$ cat src/hdl/tti_ram.sv
// tti_ram: generic simple dual-port ram, one write port and one registered read port
// no dependencies
module tti_ram #(
   parameter int WIDTH  = 8,
   parameter int DEPTH  = 16,
   parameter int ADDR_W = $clog2(DEPTH)
) (
   input  logic              clock,
   input  logic              wr_en,
   input  logic [ADDR_W-1:0] wr_addr,
   input  logic [WIDTH-1:0]  wr_data,
   input  logic [ADDR_W-1:0] rd_addr,
   output logic [WIDTH-1:0]  rd_data
);

   logic [WIDTH-1:0] mem [DEPTH];
   logic [WIDTH-1:0] rd_data_ff;

   always_ff @(posedge clock) begin
      if (wr_en) begin
         mem[wr_addr] <= wr_data;
      end
      rd_data_ff <= mem[rd_addr];
   end

   assign rd_data = rd_data_ff;

endmodule
$ cat config.mk
export PLATFORM = sky130hd
export DESIGN_NAME = tti_ram
export DESIGN_NICKNAME = d
export VERILOG_FILES = /design/src/hdl/tti_ram.sv
export SDC_FILE = /design/constraint.sdc
export NUM_CORES = 1
export LEC_CHECK = 0
export BUFFER_PORTS_ARGS = -buffer_cell sky130_fd_sc_hd__clkbuf_2
export CAP_MARGIN = 30
export CORE_ASPECT_RATIO = 1.75
export CORE_MARGIN = 10
export CORE_UTILIZATION = 65
export DETAILED_ROUTE_END_ITERATION = 10
export GPL_TIMING_DRIVEN = 0
export PLACE_DENSITY_LB_ADDON = 0.12
export SLEW_MARGIN = 20
export SYNTH_ARGS = -nofsm -noshare
export SYNTH_HDL_FRONTEND = slang
export SYNTH_SLANG_ARGS = --single-unit
$ cat constraint.sdc
create_clock -name clock -period 5.7 [get_ports clock]
set_clock_uncertainty 0.2 [all_clocks]
set_input_delay 1.14 -clock clock [delete_from_list [all_inputs] [get_ports clock]]
set_output_delay 1.14 -clock clock [all_outputs]
set_load 0.005 [all_outputs]
==> impl_summary.log <==
INFO  metric finalMaxSlewViolations = 0
INFO  metric endpoint_kind = flip-flop
INFO  metric synth_sequential_area_ratio = 77.78%
INFO  metric grt_max_degree = 17
INFO  metric finalWeightedCongestion = 0.7656
INFO  metric vdd.ir_drop.worst = 0.0004238 V
INFO  metric status = finished, final reports clean
INFO  metric netlist.area_leader.share = 74.67%
INFO  metric top_level_ports = 26
INFO  metric core_area = 7620 sq um
INFO  metric vias = 2,389
INFO  metric critPathLaunchType = input port
INFO  metric floorplan.die.height = 137.7 um
INFO  metric number_of_optimization_iterations_in_the_first_detailed_route_pass = 5
INFO  metric setup_viol_count_final = 0
INFO  metric clkSlewWorstSetupHoldPaths = 0.06 ns
INFO  metric final_critical_path_share_of_the_clock_period = 45.63%
INFO  metric layoutNonFillerInstCount = 373
INFO  metric initial_antenna_violation_count = 0
INFO  metric cts_max_path_buffers = 2
INFO  metric drive_gt1_share = 28.42%
INFO  metric tritoncts = yes
INFO  metric clock_tree.htree_level_count = 4
INFO  metric post_drt_via_cell_ratio = 6.405
INFO  metric fin_tns_setup = 0 ns
INFO  metric synth_cell_type_count = 19
INFO  metric most_frequent_cells_in_the_layout = 128 x edfxtp_1, 24 x clkbuf_2, 18 x mux4_2
INFO  metric grt_remaining_overflow = 0
INFO  metric timing.critical_path.slowest_stage_cell = nor2_1
INFO  metric tightestPinTransition = 0.8391 ns
INFO  metric path_cells = clkbuf_2 > or3b_2 > nor2_1
INFO  metric grt_first_pass_wirelength = 14.74 mm
INFO  metric placementRows = 42
INFO  metric die_area = 12,020 sq um
INFO  metric netlist_top_cells_area = edfxtp_1 75%, mux4_2 7.9%, mux4_1 7.1%, dfxtp_1 3.1%, a22oi_1 2.3%
INFO  metric drc_errors = 0
INFO  metric route.final.wire_length = 9.719 mm
INFO  metric timing_worst_setup_path_type = in2reg
INFO  metric timing_hold_violations_final = 0
INFO  metric min_period = 2.601 ns
INFO  metric power_density = 368.5 nW/um^2
INFO  metric postCtsHoldBufs = 0
INFO  metric gr-usage-all-layers = 17.49%
INFO  metric final.setup.worst_slack = 3.099 ns
INFO  metric cts_resized = 0
INFO  metric numPortBuffers = 24
INFO  metric die_width = 87.27 um
INFO  metric num_antenna_cells = 0
INFO  metric clock_latency = 0.41 ns
INFO  metric place_ws = 2.716 ns
INFO  metric nNetsFinal = 290
INFO  metric postSynthNetCount = 247
INFO  metric drt_iter0_markers = 234
INFO  metric layout.cells.most_common = edfxtp_1
INFO  metric dp_hpwl = 6.339 mm
INFO  metric postCtsSetupRepairBufs = 0
INFO  metric fmax = 0.3845 GHz
INFO  metric area_delta_synth_final = 15.00%
INFO  metric synth.cell_area = 5147 sq um
INFO  metric worstHoldPathType = reg2reg
INFO  metric p_leak = 2.002 nW
INFO  metric postSynthRegisterBits = 136
INFO  metric cts-buffers-inserted = 17
INFO  metric detail-route-antenna-nets = 0
INFO  metric relative_slew_slack = 43.85%
INFO  metric utilization = 77.68%
INFO  metric number_of_global_route_vias_before_repair = 2,463
INFO  metric synthesis.yosys.warnings = 0
INFO  metric initial_core_util = 67.55%
INFO  metric timing.critical_path.required = 5.53 ns
INFO  metric syn_inst = 229
INFO  metric cts.sinks = 136
INFO  metric critPathArrivalTime = 2.43 ns
INFO  metric routed_wire_length_per_instance = 26.06 um
INFO  metric grt_setup_unrepaired = no
INFO  metric critical-path-top-delay-family = simple AND/OR/NAND/NOR gates
INFO  metric critical_path_buf_inv_count = 1
INFO  metric syn_area_per_cell = 22.48 sq um
INFO  metric placed_cells_incl_taps = 341
INFO  metric cts.root.buffer_cell = clkbuf_16
INFO  metric critical_path.max_fanout = 8
INFO  metric netlist.top_cell.by_area = edfxtp_1
INFO  metric drv.max_cap_violation_count = 0
INFO  metric cpPeakStageDelay = 0.65 ns
==> metal layers <==
layer	vias to the layer above	track usage (%)	routed length (um)
li1	1061	-	-
met1	1183	20.77	3511
met2	122	27.60	5090
met3	23	6.446	798
met4	0	8.096	318
met5	-	0	0
==> metrics by stage <==
| stage | hold WS, ns | power [mW] | cell area (sq um) |
|---|---|---|---|
| floorplan | 0.4293 | 1.201 | 5147 |
| CTS | 0.4844 | 2.195 | 5919 |
| detailed placement | 0.4653 | 1.251 | 5398 |
| global route | 0.5127 | 2.254 | 5919 |
| finish | 0.4865 | 2.181 | 5919 |
| global placement | 0.4582 | 1.246 | 5378 |
==> layout make-up <==
type	count	area [sq um]
Clock inverter	12	85.08
Tap cell	88	110.1
Buffer	10	86.33
Sequential cell	136	4004
Clock buffer	20	436.7
Multi-Input combinational cell	83	1077
Timing Repair Buffer	24	120.1
Fill cell	388	1700
==> Yosys cell counts, drive strengths merged <==
master         instances
nor2b                  1
and2                   1
mux4                  32
buf                    7
nand3b                 2
nor3                   4
nand2                  9
a22oi                 16
nand3                  1
edfxtp               128
dfxtp                  8
and2b                  1
or3b                   1
clkdlybuf4s25          3
nand2b                 2
nor2                  13
==> cell families after synthesis <==
logic type	count (synthesis)	share of synthesized area [%]
mux	32	15.02
buf+inv	10	1.677
compound gates	16	2.334
flops	136	77.78
simple gates	35	3.184
==> worst min-delay path, cell delays in order (launching register included) <==
cell and delay [ns]:
edfxtp_1 0.31, mux4_2 0.22, a22oi_1 0.06, nand2_1 0.06
==> final timing paths <==
check,from,endpoint,slack (ns),depth (start not counted)
max,wr_addr[2],mem[1][7]$_DFFE_PP_,3.10,3
min,mem[14][0]$_DFFE_PP_,rd_data[0]$_DFF_P_,0.49,3
max reg2reg,mem[1][3]$_DFFE_PP_,rd_data[3]$_DFF_P_,4.06,3
min reg2reg,mem[14][0]$_DFFE_PP_,rd_data[0]$_DFF_P_,0.49,3
==> report_power, final <==
part / total, mW / internal, mW / switching, mW
Clock: 0.951 / 0.587 / 0.364
Sequential: 1.13 / 1.12 / 0.00591
Combinational: 0.105 / 0.0443 / 0.0609
Total: 2.18 / 1.75 / 0.431
==> registers in the layout, indices dropped and copies added, names as in the netlist <==
signal and flops:
mem 128, rd_data 8
Note: power is estimated with default switching activity, not from simulation.
